## config.mk

```make
export PLATFORM = sky130hd
export DESIGN_NAME = tcm_cmul
export DESIGN_NICKNAME = d
export VERILOG_FILES = /design/src/rtl/tcm_pkg.sv /design/src/rtl/tcm_cmul.sv
export SDC_FILE = /design/constraint.sdc
export NUM_CORES = 2
export LEC_CHECK = 0
export BUFFER_PORTS_ARGS = -buffer_cell sky130_fd_sc_hd__buf_2
export CORE_UTILIZATION = 30
export DETAILED_ROUTE_END_ITERATION = 16
export HOLD_SLACK_MARGIN = 0.05
export SYNTH_ARGS = -nofsm -noshare
export SYNTH_HDL_FRONTEND = slang
export SYNTH_SLANG_ARGS = --single-unit
```

## constraint.sdc

```tcl
create_clock -name clk -period 9.8 [get_ports clk]
set_input_delay 1.47 -clock clk [delete_from_list [all_inputs] [get_ports clk]]
set_output_delay 1.47 -clock clk [all_outputs]
set_load 0.02 [all_outputs]
```

## src/rtl/tcm_pkg.sv

```systemverilog
// ----------------------------------------------------------------------------
// tcm_pkg
// Shared types, constants and rounding for the twiddle complex multiplier.
// ----------------------------------------------------------------------------
package tcm_pkg;

    localparam int IDX_W  = 12;
    localparam int DATA_W = 16;

    // pi with 60 fraction bits, cut down to Q2.30 scale for the ROM builder
    localparam logic [63:0] PI_Q30   = 64'h3243F6A8885A308D >> 30;
    localparam logic [63:0] ONE_Q30  = 64'h0000_0000_4000_0000;
    localparam logic [63:0] HALF_Q30 = 64'h0000_0000_2000_0000;

    typedef struct packed {
        logic signed [DATA_W-1:0] re;
        logic signed [DATA_W-1:0] im;
    } cplx_t;

    // Round half up from Q.15 and saturate to 16 bits
    function automatic logic signed [DATA_W-1:0] round_sat16(input logic signed [32:0] v);
        logic signed [33:0] s;
        logic signed [18:0] q;
        s = 34'(v) + 34'sd16384;
        q = 19'(s >>> 15);
        if (q > 19'sd32767)
            return 16'sh7FFF;
        else if (q < -19'sd32768)
            return 16'sh8000;
        else
            return q[DATA_W-1:0];
    endfunction

endpackage

```

## src/rtl/tcm_cmul.sv

```systemverilog
// ----------------------------------------------------------------------------
// tcm_cmul
// Two-stage complex multiply with round half up and 16-bit saturation, or a pass-through of a when bypass is set.
// ----------------------------------------------------------------------------
module tcm_cmul (
    input  logic            clk,
    input  logic            rst_n,
    input  logic            in_valid,
    input  logic            bypass,
    input  tcm_pkg::cplx_t  a,
    input  tcm_pkg::cplx_t  b,
    output logic            valid,
    output tcm_pkg::cplx_t  y
);

    logic                v1_reg;
    logic                v2_reg;
    logic                bypass_reg;
    tcm_pkg::cplx_t      a_reg;
    logic signed [31:0]  p_rr_reg;
    logic signed [31:0]  p_ii_reg;
    logic signed [31:0]  p_ri_reg;
    logic signed [31:0]  p_ir_reg;
    tcm_pkg::cplx_t      y_next;
    tcm_pkg::cplx_t      y_reg;

    always_ff @(posedge clk or negedge rst_n)
    begin
        if (!rst_n)
        begin
            v1_reg <= 1'b0;
            v2_reg <= 1'b0;
        end
        else
        begin
            v1_reg <= in_valid;
            v2_reg <= v1_reg;
        end
    end

    always_ff @(posedge clk)
    begin
        p_rr_reg   <= $signed(a.re) * $signed(b.re);
        p_ii_reg   <= $signed(a.im) * $signed(b.im);
        p_ri_reg   <= $signed(a.re) * $signed(b.im);
        p_ir_reg   <= $signed(a.im) * $signed(b.re);
        a_reg      <= a;
        bypass_reg <= bypass;
        y_reg      <= y_next;
    end

    always_comb
    begin
        if (bypass_reg)
            y_next = a_reg;
        else
        begin
            y_next.re = tcm_pkg::round_sat16(33'(p_rr_reg) - 33'(p_ii_reg));
            y_next.im = tcm_pkg::round_sat16(33'(p_ri_reg) + 33'(p_ir_reg));
        end
    end

    assign valid = v2_reg;
    assign y     = y_reg;

endmodule

```

==> metrics.txt <==
most common flop cell mapped by yosys dfxtp_1; via count 32,264; max-cap violation count 0; placed cells just under 7,000; DR pass1 iterations 13; #FFs+latches synth 195; total gr overflow 0; setup TNS 0 ns; Final Hold Fails 0; r2r endpoint y[12]; DRT iter0 DRCs 1,842; CP Class in -> reg; Die X 396.8 um; pin slew with the least headroom to its limit 1.101 ns; post-synthesis cell count 4,979; worst hold path type reg -> reg; Tcrit/Tclk final 78.31%; Rows around 140; reg2reg path depth 11; number of antenna violations at the first check in global routing 14; worst hold slack roughly 0.35 ns; Die Area 157,400 um^2; Final setup viols 0; critical path startpoint category input pin; Post-DRT Antenna Nets 0; Hold Crit Endpoint valid; hold_buf cts 0; Final nets 6,484; core area 154,400 um^2; Initial Utilization 30.28%; Ys Warns 0; Data required, critical path 10.24 ns; failing checks DRC; DR vias/cell 4.623; WL/cell 17.87 um; CP peak stage delay 0.62 ns; Final Core Density 32.26%; Sink Count 195; Async SR Flop Fraction 1.026%; Total Routing Usage GR 16.57%; startpoint of the worst-slack reg-to-reg timing path p_ri_reg[23]; Setup crit end kind flop; H-tree Lvls 4; vias in the first global route 35,677; CP arrival 8.12 ns; post-CTS setup buffers 0; Die Y 396.8 um; CP max stage cell inv_1; Total Wirelength 124,700 um; Min-Delay Path Depth 0; count of different cell masters after synthesis 83; hold_sp v1_reg; clock skew 0.01608 ns; GP Congestion a little under 0.9; global-route wire length before repair 202,000 um; Root Buffer clkbuf_16; filler instances 15,946; Post-synth EDFFs 0; Max Root-Sink Buffers 2; DP Wirelength 100,300 um; non-filler cells, final 6,979; RSZ-0062 raised after global routing no; TritonCTS clock tree done; worst-path cell chain buf_2 -> inv_1 -> buf_4 -> nor2_1 -> fa_1 -> fa_1 -> fa_1 -> fa_1 -> fa_1 -> inv_1 -> fa_1 -> inv_1 -> ha_1 -> and2_1 -> a221o_1 -> a21o_1 -> a21oi_1 -> nor2_1 -> nor2_1 -> a31oi_1 -> o31a_1 -> o21a_1 -> nor2_1 -> xnor2_1; Area Growth Syn to Fin 6.516%; Mean Syn Cell Area 9.391 um^2; number of buffers created by CTS 17; PostCTS Resize Cnt 0; syn_nets 6,547; share of cells above drive strength 1 3.875%; R2R setup slack 5.64 ns; Critical Path Most Common Cell fa_1; Slew Limit Fails 0; relative slew slack 26.45%; status finished, violations left; worst skew pair latency 0.53 ns; Critical Path Fanout Max 14; Syn Std Cell Area 46,760 um^2; largest net degree at the start of global routing 39; Final min period 7.675 ns; Port Buffer Count 100; io pins 101; drc violations 12; sequential share of the synthesized area 8.370%; max frequency 130.3 MHz; clock slew at reported path FFs 0.07 ns
cells in the mapped netlist (all sizes together), types with 3 or more instances:
library cell,count,area [um^2]
a221oi,3,32.53
nor2,106,397.9
xor2,44,385.4
inv,1188,4459
a21o,76,570.6
a31oi,14,87.58
nand2b,44,275.3
nand4,11,68.82
a22o,12,105.1
ha,452,5655
nor3b,3,22.52
or3,13,81.33
a31o,3,26.28
o21ai,61,320.3
o211a,3,30.03
dfxtp,193,3864
nor3,26,130.1
a2111oi,3,33.78
and2,502,3141
xnor2,122,1069
and4,5,46.29
nand2,514,1929
o21bai,25,187.7
o2111ai,8,70.07
o211ai,9,67.56
a221o,16,165.2
a21oi,125,640.6
and3,15,93.84
or2,8,50.05
a211oi,6,50.05
buf,9,63.81
nor2b,15,96.34
o41ai,3,45.05
clkbuf,198,743.2
nand3,29,145.1
o21a,21,157.7
fa,1048,20980
nand3b,7,52.55
metal layers:
layer | vias up | global-route usage, % | part of all wire, %
li1 | 14660 | - | -
met1 | 16650 | 21.28 | 43
met2 | 787 | 28.71 | 49
met3 | 161 | 2.132 | 4.8
met4 | 6 | 5.316 | 3.1
met5 | - | 0 | 0.028
metrics by stage:
step,cell area (um^2),setup WS (ns)
2_1_floorplan,46760,2.645
3_3_place_gp,49200,1.644
3_5_place_dp,49200,1.606
4_1_cts,49790,2.181
5_1_grt,49800,1.832
6_report,49810,2.125
area by class of cell:
cell class	count	area, um^2	area share [%]
well taps	2044	2557	5.135
inverters	1188	4459	8.953
flip-flops and latches	195	3915	7.861
repair buffers	125	688.2	1.382
clock buffers	17	425.4	0.8541
clock inverters	15	166.4	0.3341
diodes	6	15.01	0.03015
multi-input cells	3389	37580	75.45
worst max-delay path by stage:
stage          startpoint           end  slack, ns
3_5_place_dp        b[31]  p_ir_reg[31]       1.61
5_1_grt             b[31]  p_ir_reg[31]       1.83
2_1_floorplan       a[31]  p_ri_reg[30]       2.65
3_3_place_gp        b[31]  p_ir_reg[31]       1.64
6_report            b[31]  p_ir_reg[31]       2.13
4_1_cts             b[31]  p_ir_reg[31]       2.18
critical path, delay by kind of cell:
family	cells	cell delay, ns
XOR/XNOR	1	0.13
buffers and inverters	5	1.37
adder cells (fa/ha/maj)	7	3.28
AO/OA/AOI/OAI	6	1.25
AND/OR/NAND/NOR	5	0.60
kinds of logic (layout without fill, tap and decap cells):
| logic type | count (synthesis) | count (layout) | synth area share [%] |
|---|---|---|---|
| flip-flops | 195 | 195 | 8.370 |
| multiplexers | 2 | 2 | 0.04549 |
| AO/OA/AOI/OAI | 413 | 413 | 6.056 |
| XOR/XNOR | 166 | 166 | 3.109 |
| buffers and inverters | 1395 | 1345 | 11.26 |
| adder cells (fa/ha/maj) | 1500 | 1500 | 56.96 |
| AND/OR/NAND/NOR | 1308 | 1308 | 14.19 |
| other | 0 | 6 | 0 |
cell usage in the layout, fill, tap and decap left out, types with 9 or more instances in the layout:
cell,Yosys,layout
a221o_1,12,12
clkbuf_16,0,17
nand4_1,11,11
a21oi_1,123,123
fa_1,1048,1048
nor3_1,26,26
nand3_1,29,29
ha_1,452,452
o21bai_1,25,25
and3_1,15,15
buf_2,3,100
o21a_1,21,21
nand2b_1,44,44
or3_1,13,13
nand2_1,514,514
and2_1,502,502
nor2b_1,14,14
buf_4,1,25
xnor2_1,122,122
xor2_1,44,44
dfxtp_1,193,192
nor2_1,106,106
o211ai_1,9,9
a22o_1,12,12
o21ai_0,52,52
a21o_1,76,76
a31oi_1,14,14
inv_1,1188,1188
Power is left out: the tool's default activity adds up to more than one toggle a clock period on the data nets, which glitch-free logic cannot reach.
