$ cat src/rtl/tcm_pkg.sv
// ----------------------------------------------------------------------------
// tcm_pkg
// Shared types, constants and rounding for the twiddle complex multiplier.
// ----------------------------------------------------------------------------
package tcm_pkg;

    localparam int IDX_W  = 12;
    localparam int DATA_W = 16;

    // pi with 60 fraction bits, cut down to Q2.30 scale for the ROM builder
    localparam logic [63:0] PI_Q30   = 64'h3243F6A8885A308D >> 30;
    localparam logic [63:0] ONE_Q30  = 64'h0000_0000_4000_0000;
    localparam logic [63:0] HALF_Q30 = 64'h0000_0000_2000_0000;

    typedef struct packed {
        logic signed [DATA_W-1:0] re;
        logic signed [DATA_W-1:0] im;
    } cplx_t;

    // Round half up from Q.15 and saturate to 16 bits
    function automatic logic signed [DATA_W-1:0] round_sat16(input logic signed [32:0] v);
        logic signed [33:0] s;
        logic signed [18:0] q;
        s = 34'(v) + 34'sd16384;
        q = 19'(s >>> 15);
        if (q > 19'sd32767)
            return 16'sh7FFF;
        else if (q < -19'sd32768)
            return 16'sh8000;
        else
            return q[DATA_W-1:0];
    endfunction

endpackage

$ cat src/rtl/tcm_split.sv
// ----------------------------------------------------------------------------
// tcm_split
// Divides the twiddle index by SPLIT through a reciprocal multiply.
// ----------------------------------------------------------------------------
module tcm_split #(
    parameter int SPLIT = 2048
) (
    input  logic                       clk,
    input  logic                       rst_n,
    input  logic                       in_valid,
    input  logic [tcm_pkg::IDX_W-1:0]  phase_index,
    output logic                       valid,
    output logic [tcm_pkg::IDX_W-1:0]  idx,
    output logic [((((2**tcm_pkg::IDX_W)-1)/SPLIT) > 0 ?
                   $clog2((((2**tcm_pkg::IDX_W)-1)/SPLIT)+1) : 1)-1:0] quot
);

    localparam int IW     = tcm_pkg::IDX_W;
    localparam int CDEPTH = (((2**IW) - 1) / SPLIT) + 1;
    localparam int QW     = (CDEPTH > 1) ? $clog2(CDEPTH) : 1;
    localparam int K      = IW + $clog2(SPLIT);
    localparam int unsigned RECIP = ((2**K) + SPLIT - 1) / SPLIT;

    logic [IW+K-1:0] prod;
    logic            valid_reg;
    logic [IW-1:0]   idx_reg;
    logic [QW-1:0]   quot_reg;

    // exact floor for every 12-bit index since 2^K >= 4096 * SPLIT
    assign prod = (IW+K)'(phase_index) * (IW+K)'(RECIP);

    always_ff @(posedge clk or negedge rst_n)
    begin
        if (!rst_n)
            valid_reg <= 1'b0;
        else
            valid_reg <= in_valid;
    end

    always_ff @(posedge clk)
    begin
        idx_reg  <= phase_index;
        quot_reg <= prod[K +: QW];
    end

    assign valid = valid_reg;
    assign idx   = idx_reg;
    assign quot  = quot_reg;

endmodule

$ cat config.mk
export PLATFORM = sky130hd
export DESIGN_NAME = tcm_split
export DESIGN_NICKNAME = d
export VERILOG_FILES = /design/src/rtl/tcm_pkg.sv /design/src/rtl/tcm_split.sv
export SDC_FILE = /design/constraint.sdc
export NUM_CORES = 1
export LEC_CHECK = 0
export ABC_AREA = 1
export BUFFER_PORTS_ARGS = -buffer_cell sky130_fd_sc_hd__buf_4
export CELL_PAD_IN_SITES_DETAIL_PLACEMENT = 1
export CELL_PAD_IN_SITES_GLOBAL_PLACEMENT = 1
export CORE_AREA = 2 2 39 41
export CTS_CLUSTER_DIAMETER = 30
export DETAILED_ROUTE_END_ITERATION = 7
export DIE_AREA = 0 0 41 43
export GPL_ROUTABILITY_DRIVEN = 0
export PLACE_DENSITY_LB_ADDON = 0.1
export SYNTH_ARGS = -nofsm -noshare
export SYNTH_HDL_FRONTEND = slang
export SYNTH_SLANG_ARGS = --single-unit
export TNS_END_PERCENT = 20
$ cat constraint.sdc
create_clock -name clk -period 1.16 [get_ports clk]
set_clock_uncertainty 0.05 [all_clocks]
set_input_delay 0.058 -clock clk [delete_from_list [all_inputs] [get_ports clk]]
set_output_delay 0.058 -clock clk [all_outputs]
set_load 0.05 [all_outputs]
==> metrics.md, run 1 <==
| Metric | Value |
|---|---|
| Standard-cell rows | 14 |
| Worst EP arrival | 810 ps |
| Worst VDD drop | 0.768 mV |
| Slew margin rel. | 0.901 |
| Per-cell routed wire length | 9.51 um |
| Gr usage total | 0.103 |
| H-tree Lvls | 1 |
| RSZ-0062 raised after global routing | no |
| Crit path buf inv count | 1 |
| Final hold vios | 0 |
| Vias | 263 |
| Sequential element share of the synthesized area | 0.972 |
| LEAKAGE | 0.321 nW |
| Synth top area cells | dfxtp_1, dfrtp_1, buf_4 |
| Clock sink count | 13 |
| Detailed-route DRC error count | 0 |
| Yosys cell types | 3 |
| Post-route setup TNS | 0 ps |
| IO Port Bufs | 28 |
| Die height | 43 um |
| Total power | 0.943 mW |
| Fraction of layout cells with a size suffix above 1 | 0.525 |
| Num CTS Buffers | 3 |
| Fin. max-slew vios | 0 |
| Max stage delay on crit path | 360 ps |
| Initial core utilization | 0.197 |
| DIE AREA | 1760 sq um |
| Flops & latches, synth | 13 |
| Max-cap check violation count | 0 |
| Core footprint | 1380 sq um |
| Mapped Avg Cell Area | 19.5 sq um |
| Yosys top cell area share | 0.881 |
| Final WS setup | 241 ps |
| Worst EP required | 1050 ps |
| Cell Chain, Critical Path | buf_4 |
| Post-CTS Setup Inserts | 0 |
| Clock power share | 0.277 |
| Final net count | 75 |
| Critical path class | flop to primary output |
| Post-Syn Instances | 14 |
| Cell Pwr Density | 1420 nW/um^2 |
| CTS tree | built |
| Worst-path clk slew | 70 ps |
| Clock tree root buffer cell | clkbuf_4 |
| Fillers | 156 |
| Comb power frac | 0.216 |
| CTS Buffer Depth | 2 |
| Hold Path Class | primary input to async pin |
| Synthesized Nets | 29 |
| Layout area overhead | 143% |
| Final core occ | 0.478 |
| Drt total wl | 713 um |
| Antenna cells | 0 |
| Syn. warnings | 0 |
| Synth area leader | dfxtp_1 |
| Worst Tran Pin Value | 149 ps |
| Sw Ratio | 0.263 |
| First-pass GRT wire length | 1100 um |
| Final Hold Slack | 56.8 ps |
| Netlist Area Pre-Place | 273 sq um |
| Slowest stage cell, crit path | dfrtp_1 |
| Iter 0 DRT Violations | 1 |
| Final setup fails | 0 |
| Crit. Startpoint | valid$_DFF_PN0_ |
| Antenna Violating Nets Remaining | 0 |
| DP Area | 495 sq um |
| Drt first pass iters | 2 |
| Max Clk Rate | 1.09 GHz |
| Via/cell ratio | 3.51 |
| Final min period | 919 ps |
| Finished Layout Cells | 75 |
| DP Cell Count | 57 |
| Antenna violations before repair | 0 |
| Multi-input gate area | 0 sq um |
| Period Utilization, post-route | 0.792 |
| Multi-In Gates | 0 |
| Die Wd | 41 um |
| Cell Int Power | 0.695 mW |
| Crit path max fanout | 1 |
| Max reg flops | 12 |
| Status | completed |
| NetSw | 0.248 mW |
| Total gr overflow | 0 |
| Top Ports | 29 |
| Crit. End Element | primary output |
| Post-place setup slack | 522 ps |
| Sequential Power Share | 0.506 |
| Largest net degree at the start of global routing | 8 |
| CP top delay family | flip-flops |
| Startpoint types | flop |
| Vias in the first global route | 265 |
| Finished Cell Area | 662 sq um |
## worst max path at each step
stage	end	cells after the start
finish	valid	1
global route	quot	1
CTS	valid	1
detailed placement	valid	1
global placement	valid	1
floorplan	idx[11]	1
## area by class of cell
| class | instances | area (sq um) | share of cell area |
|---|---|---|---|
| Timing Repair Buffer | 42 | 350 | 0.529 |
| Sequential cell | 13 | 265 | 0.401 |
| Clock buffer | 4 | 26.3 | 0.0397 |
| Tap cell | 16 | 20.0 | 0.0302 |
## cells in the mapped netlist, drive strengths merged
master  instances
buf             1
dfxtp          12
dfrtp           1
## layout by cell type, fill, tap and decap left out
cell type,count
dfxtp_1,12
clkbuf_4,3
clkbuf_1,1
dlygate4sd3_1,14
dfrtp_1,1
buf_4,28
## power by group through the flow
stage | Clock [mW] | Combinational, mW | Sequential, mW
detailed placement | 0 | 0.168 | 0.488
finish | 0.262 | 0.204 | 0.477
global placement | 0 | 0.166 | 0.487
CTS | 0.280 | 0.206 | 0.478
floorplan | 0 | 0.00917 | 0.573
global route | 0.304 | 0.215 | 0.479
## what timing repair did
action / 4_1_cts / 5_1_grt
gates resized for setup: 0 / 0
setup endpoints to repair: 0 / 0
hold endpoints to repair: 14 / 0
hold buffers: 14 / 0
## layer usage
| layer | part of all wire | vias to the layer above | routed length, um | GRT usage |
|---|---|---|---|---|
| li1 | - | 131 | - | - |
| met1 | 0.30 | 118 | 217 | 0.0927 |
| met2 | 0.60 | 14 | 428 | 0.166 |
| met4 | 0 | 0 | 0 | 0.0800 |
| met3 | 0.093 | 0 | 66 | 0.0471 |
| met5 | 0 | - | 0 | 0 |
## logic make-up after synthesis
| group | synth area share |
|---|---|
| buf+inv | 0.0275 |
| flops | 0.972 |
Note: power is estimated with default switching activity, not from simulation.
==> run 2: changes to the inputs <==
--- a/config.mk
+++ b/config.mk
@@ -9,10 +9,10 @@
 export BUFFER_PORTS_ARGS = -buffer_cell sky130_fd_sc_hd__buf_4
 export CELL_PAD_IN_SITES_DETAIL_PLACEMENT = 1
 export CELL_PAD_IN_SITES_GLOBAL_PLACEMENT = 1
-export CORE_AREA = 2 2 39 41
+export CORE_MARGIN = 1.5
+export CORE_UTILIZATION = 19
 export CTS_CLUSTER_DIAMETER = 30
 export DETAILED_ROUTE_END_ITERATION = 7
-export DIE_AREA = 0 0 41 43
 export GPL_ROUTABILITY_DRIVEN = 0
 export PLACE_DENSITY_LB_ADDON = 0.1
 export SYNTH_ARGS = -nofsm -noshare
==> constraint.sdc (replaced) <==
create_clock -name clk -period 0.8 [get_ports clk]
set_clock_uncertainty 0.05 [all_clocks]
set_input_delay 0.04 -clock clk [delete_from_list [all_inputs] [get_ports clk]]
set_output_delay 0.04 -clock clk [all_outputs]
set_load 0.05 [all_outputs]
==> run 2 against run 1 <==
Against the previous run: the flow now finishes with violations (negative setup slack); global-route usage decreased by 0.48 points; sequential power increased by 49%; largest power group unchanged; largest cell class unchanged; critical path depth unchanged; critical path type unchanged; cell count decreased by 1.3%; design area increased by 17%; clock power increased by 47%; via count increased by 4.6%; non-clock buffer count unchanged.
==> metrics.md, run 2 (synthesis results as in run 1) <==
| Metric | Value |
|---|---|
| Status | complete, but fails checks |
| Failing checks | negative setup slack |
| Num CTS Buffers | 3 (unchanged) |
| Vias | 275 (+4.6%) |
| Cell Chain, Critical Path | buf_6 |
| Worst EP required | 710 ps (-340 ps) |
| Via/cell ratio | 3.72 (+6.0%) |
| Gr usage total | 0.0985 (-0.00482) |
| Per-cell routed wire length | 10.1 um (+6.3%) |
| Max Clk Rate | 1.13 GHz |
| Standard-cell rows | 13 (-1) |
| Max reg flops | 12 (unchanged) |
| CTS Buffer Depth | 2 (unchanged) |
| Drt total wl | 748 um (+4.9%) |
| H-tree Lvls | 1 (unchanged) |
| CP top delay family | flip-flops |
| Total gr overflow | 0 (unchanged) |
| Final WS setup | -81.9 ps (-323 ps) |
| Final setup fails | 14 (+14) |
| Clock sink count | 13 (unchanged) |
| Antenna cells | 0 (unchanged) |
| Final min period | 882 ps |
| Final hold vios | 0 (unchanged) |
| Sw Ratio | 0.263 (+0.000476) |
| Worst Tran Pin Value | 108 ps (-40.9 ps) |
| Slew margin rel. | 0.928 (+0.0266) |
| Antenna Violating Nets Remaining | 0 (unchanged) |
| Final net count | 75 (unchanged) |
| Period Utilization, post-route | 1.10 |
| Post-CTS Setup Inserts | 0 (unchanged) |
| Detailed-route DRC error count | 0 (unchanged) |
| Max-cap check violation count | 0 (unchanged) |
| Comb power frac | 0.239 (+0.023) |
| Post-place setup slack | 187 ps (-335 ps) |
| Die Wd | 40.9 um (-0.27%) |
| Fin. max-slew vios | 0 (unchanged) |
| Sequential Power Share | 0.493 (-0.013) |
| Worst-path clk slew | 70 ps (about the same) |
| Crit path buf inv count | 1 (unchanged) |
| Fillers | 128 (-18%) |
| Cell Pwr Density | 1850 nW/um^2 (+30%) |
| Clock tree root buffer cell | clkbuf_4 |
| Iter 0 DRT Violations | 2 (+1) |
| Finished Layout Cells | 74 (-1.3%) |
| Antenna violations before repair | 0 (unchanged) |
| Vias in the first global route | 248 (-6.4%) |
| Critical path class | flop to primary output |
| First-pass GRT wire length | 972 um (-12%) |
| Max stage delay on crit path | 380 ps (+20 ps) |
| Cell Int Power | 1.06 mW (+53%) |
| Layout area overhead | 184% |
| Die height | 40.9 um (-4.9%) |
| Largest net degree at the start of global routing | 8 (unchanged) |
| Initial core utilization | 0.207 (+0.00992) |
| IO Port Bufs | 28 (unchanged) |
| Most frequent cells in the layout | dlygate4sd3_1, buf_4, buf_8 |
| Top Ports | 29 (unchanged) |
| Hold Path Class | primary input to async pin |
| RSZ-0062 raised after global routing | yes |
| Worst EP arrival | 790 ps (-20 ps) |
| Multi-In Gates | 0 (unchanged) |
| DP Cell Count | 56 (-1.8%) |
| Worst VDD drop | 0.954 mV (+24%) |
| DIE AREA | 1670 sq um (-5.2%) |
| Multi-input gate area | 0 sq um (unchanged) |
| Fraction of layout cells with a size suffix above 1 | 0.729 (+0.203) |
| Drt first pass iters | 2 (unchanged) |
| Crit path max fanout | 1 (unchanged) |
| Crit. End Element | primary output |
| LEAKAGE | 0.355 nW (+11%) |
| Core footprint | 1320 sq um (-4.8%) |
| Slowest stage cell, crit path | dfrtp_1 |
| CTS tree | built |
| NetSw | 0.379 mW (+53%) |
| Clock power share | 0.268 (-0.009) |
| Startpoint types | flop |
## run 2: cell counts in the layout (fill, tap and decap cells not counted)
Identical to the previous run, type by type.
## run 2: worst paths after layout
kind / slack, ps / cells past startpoint / to / from
min in group clk: 360 / 2 / idx[1]$_DFF_P_ / phase_index[1]
setup / recovery: -80 / 1 / valid / valid$_DFF_PN0_
max in group asynchronous: 590 / 2 / valid$_DFF_PN0_ / rst_n
hold / removal: 30 / 2 / valid$_DFF_PN0_ / rst_n
## run 2: power groups by stage
| stage | Combinational [mW] | Sequential, mW | Clock [mW] |
|---|---|---|---|
| after floorplan | 0.0134 | 0.829 | 0 |
| after global placement | 0.241 | 0.704 | 0 |
| after detailed placement | 0.243 | 0.705 | 0 |
| after CTS | 0.333 | 0.706 | 0.400 |
| after global routing | 0.358 | 0.714 | 0.442 |
| final | 0.344 | 0.710 | 0.385 |
## run 2: what timing repair did
action | CTS | global route
hold endpoints to repair | 14 | 0
hold buffers | 14 | 0
setup endpoints to repair | 14 | 14
pin swaps | 0 | 0
resized for setup | 31 | 6
gates cloned | 0 | 0
## run 2: metal layers
layer  track usage  vias up  routed length [um]
li1              -      130                   -
met1        0.0702      128                 227
met2         0.184       15                 467
met3        0.0543        2                  48
met4        0.0750        0                   4
met5             0        -                   0
## run 2: final cells by class
type,count,area (sq um),area share
repair buffers,42,448,0.577
flip-flops and latches,13,283,0.365
clock buffers,4,26.3,0.0339
well taps,15,18.8,0.0242
## run 2: stage by stage
step / utilization / total power, mW / area [sq um] / hold slack (ps) / setup TNS [ps]
floorplan: - / 0.843 / 277 / -306 / 0
global placement: 0.378 / 0.945 / 498 / -235 / 0
detailed placement: 0.378 / 0.949 / 498 / -233 / 0
CTS: 0.572 / 1.44 / 753 / 25.1 / -639
global route: 0.589 / 1.51 / 776 / 43.7 / -1050
finish: 0.589 / 1.44 / 776 / 29.9 / -546
==> run 3: changes to the inputs <==
--- a/config.mk
+++ b/config.mk
@@ -15,6 +15,7 @@
 export DETAILED_ROUTE_END_ITERATION = 7
 export GPL_ROUTABILITY_DRIVEN = 0
 export PLACE_DENSITY_LB_ADDON = 0.1
+export SETUP_SLACK_MARGIN = 0.1
 export SYNTH_ARGS = -nofsm -noshare
 export SYNTH_HDL_FRONTEND = slang
 export SYNTH_SLANG_ARGS = --single-unit
==> run 3 against run 2 <==
Against the previous run: the flow still finishes with violations (negative setup slack); sequential share of layout area decreased by 0.18 points; setup slack worse by 18 ps; count of clock-buffer cells in the layout is the same; cell count unchanged; critical endpoint unchanged; largest cell class unchanged; largest power group unchanged.
==> metrics.md, run 3 (synthesis results as in run 1) <==
| Metric | Value |
|---|---|
| Gr usage total | 0.104 (+0.00531) |
| Finished Layout Cells | 74 (unchanged) |
| Cell Chain, Critical Path | buf_6 |
| Max-cap check violation count | 0 (unchanged) |
| Slew margin rel. | 0.925 (-0.00276) |
| Antenna Violating Nets Remaining | 0 (unchanged) |
| Clock tree root buffer cell | clkbuf_4 |
| Final net count | 75 (unchanged) |
| Standard-cell rows | 13 (unchanged) |
| Most frequent cells in the layout | dlygate4sd3_1, buf_4, buf_8 |
| Fin. max-slew vios | 0 (unchanged) |
| Multi-In Gates | 0 (unchanged) |
| Critical path class | flop to primary output |
| Crit. Startpoint | valid$_DFF_PN0_ |
| Comb power frac | 0.241 (+0.002) |
| Worst-path clk slew | 70 ps (about the same) |
| Final setup fails | 14 (unchanged) |
| Multi-input gate area | 0 sq um (unchanged) |
| CTS Buffer Depth | 2 (unchanged) |
| Die height | 40.9 um (unchanged) |
| DP Cell Count | 56 (unchanged) |
| Cell Pwr Density | 1850 nW/um^2 (-0.14%) |
| Clock power share | 0.267 (about the same) |
| Iter 0 DRT Violations | 1 (-1) |
| IO Port Bufs | 28 (unchanged) |
| Final hold vios | 0 (unchanged) |
| LEAKAGE | 0.357 nW (+0.39%) |
| Worst EP required | 710 ps (about the same) |
| CTS tree | built |
| Drt total wl | 785 um (+4.9%) |
| Fraction of layout cells with a size suffix above 1 | 0.729 (unchanged) |
| Max Clk Rate | 1.11 GHz (-2.0%) |
| Vias | 266 (-3.3%) |
| Status | complete, but fails checks |
| Post-route setup TNS | -526 ps (+19.9 ps) |
| RSZ-0062 raised after global routing | yes |
| Sw Ratio | 0.264 (+0.00116) |
| Largest net degree at the start of global routing | 8 (unchanged) |
| Period Utilization, post-route | 1.12 (+0.0225) |
| Worst Setup EP | valid |
| H-tree Lvls | 1 (unchanged) |
| Num CTS Buffers | 3 (unchanged) |
| Worst VDD drop | 0.952 mV (-0.21%) |
| Hold Path Class | primary input to async pin |
| Top Ports | 29 (unchanged) |
| Clock sink count | 13 (unchanged) |
| Per-cell routed wire length | 10.6 um (+4.9%) |
| Layout area overhead | 186% |
| Vias in the first global route | 247 (-0.40%) |
| Post-CTS Setup Inserts | 0 (unchanged) |
| Post-place setup slack | 170 ps (-16.5 ps) |
| Drt first pass iters | 2 (unchanged) |
| Initial core utilization | 0.207 (unchanged) |
| Via/cell ratio | 3.59 (-3.3%) |
| Antenna cells | 0 (unchanged) |
| Crit path max fanout | 1 (unchanged) |
| Detailed-route DRC error count | 0 (unchanged) |
| Cell Int Power | 1.06 mW (+0.18%) |
| Antenna violations before repair | 0 (unchanged) |
| CP top delay family | flip-flops |
| Core footprint | 1320 sq um (unchanged) |
| Slowest stage cell, crit path | dfrtp_1 |
| DIE AREA | 1670 sq um (unchanged) |
| Crit. End Element | primary output |
| Final min period | 900 ps (+18.0 ps) |
| Startpoint types | flop |
| Final Hold Slack | 42.1 ps (+12.1 ps) |
| Final WS setup | -100 ps (-18.0 ps) |
| Failing checks | negative setup slack |
| Levels on crit path | 1 (unchanged) |
| Sequential Power Share | 0.492 (about the same) |
| Crit path buf inv count | 1 (unchanged) |
| Worst EP arrival | 810 ps (+20 ps) |
| Total gr overflow | 0 (unchanged) |
| Worst Tran Pin Value | 112 ps (+4.16 ps) |
| Die Wd | 40.9 um (unchanged) |
| NetSw | 0.382 mW (+0.78%) |
| Max reg flops | 12 (unchanged) |
| Max stage delay on crit path | 390 ps (about the same) |
| First-pass GRT wire length | 1020 um (+5.0%) |
[run 3: cell count changes in the layout (fill, tap and decap cells not counted)]
cell / change
buf_6: -1
buf_8: +1
[run 3: power by group through the flow]
stage | Clock, mW | Sequential, mW | Combinational [mW]
5_1_grt | 0.440 | 0.714 | 0.361
3_3_place_gp | 0 | 0.704 | 0.241
3_5_place_dp | 0 | 0.706 | 0.245
2_1_floorplan | 0 | 0.830 | 0.0150
6_report | 0.385 | 0.710 | 0.348
4_1_cts | 0.395 | 0.708 | 0.336
[run 3: what timing repair did]
item	in CTS	in global routing
gates resized for setup	32	6
endpoints found under the setup margin	14	14
hold buffers	14	0
hold endpoints to repair	14	0
[run 3: per-stage QoR]
step / utilization / total power, mW / cell area, sq um
after floorplan: - / 0.845 / 280
after global placement: 0.378 / 0.945 / 498
after detailed placement: 0.378 / 0.951 / 498
after CTS: 0.575 / 1.44 / 757
after global routing: 0.592 / 1.51 / 779
final: 0.592 / 1.44 / 779
[run 3: routing by layer]
metal | vias up | routed length [um] | global-route usage
met5 | - | 0 | 0
met4 | 0 | 0 | 0.0500
met3 | 0 | 48 | 0.0489
met2 | 15 | 477 | 0.195
met1 | 121 | 259 | 0.0894
li1 | 130 | - | -
[run 3: worst min-delay path by stage]
stage	to
4_1_cts	valid$_DFF_PN0_
2_1_floorplan	valid$_DFF_PN0_
3_5_place_dp	valid$_DFF_PN0_
5_1_grt	valid$_DFF_PN0_
3_3_place_gp	valid$_DFF_PN0_
6_report	valid$_DFF_PN0_
[run 3: layout make-up]
cell class	count	area, sq um
flip-flops and latches	13	283
well taps	15	18.8
repair buffers	42	452
clock buffers	4	26.3
fillers	127	538
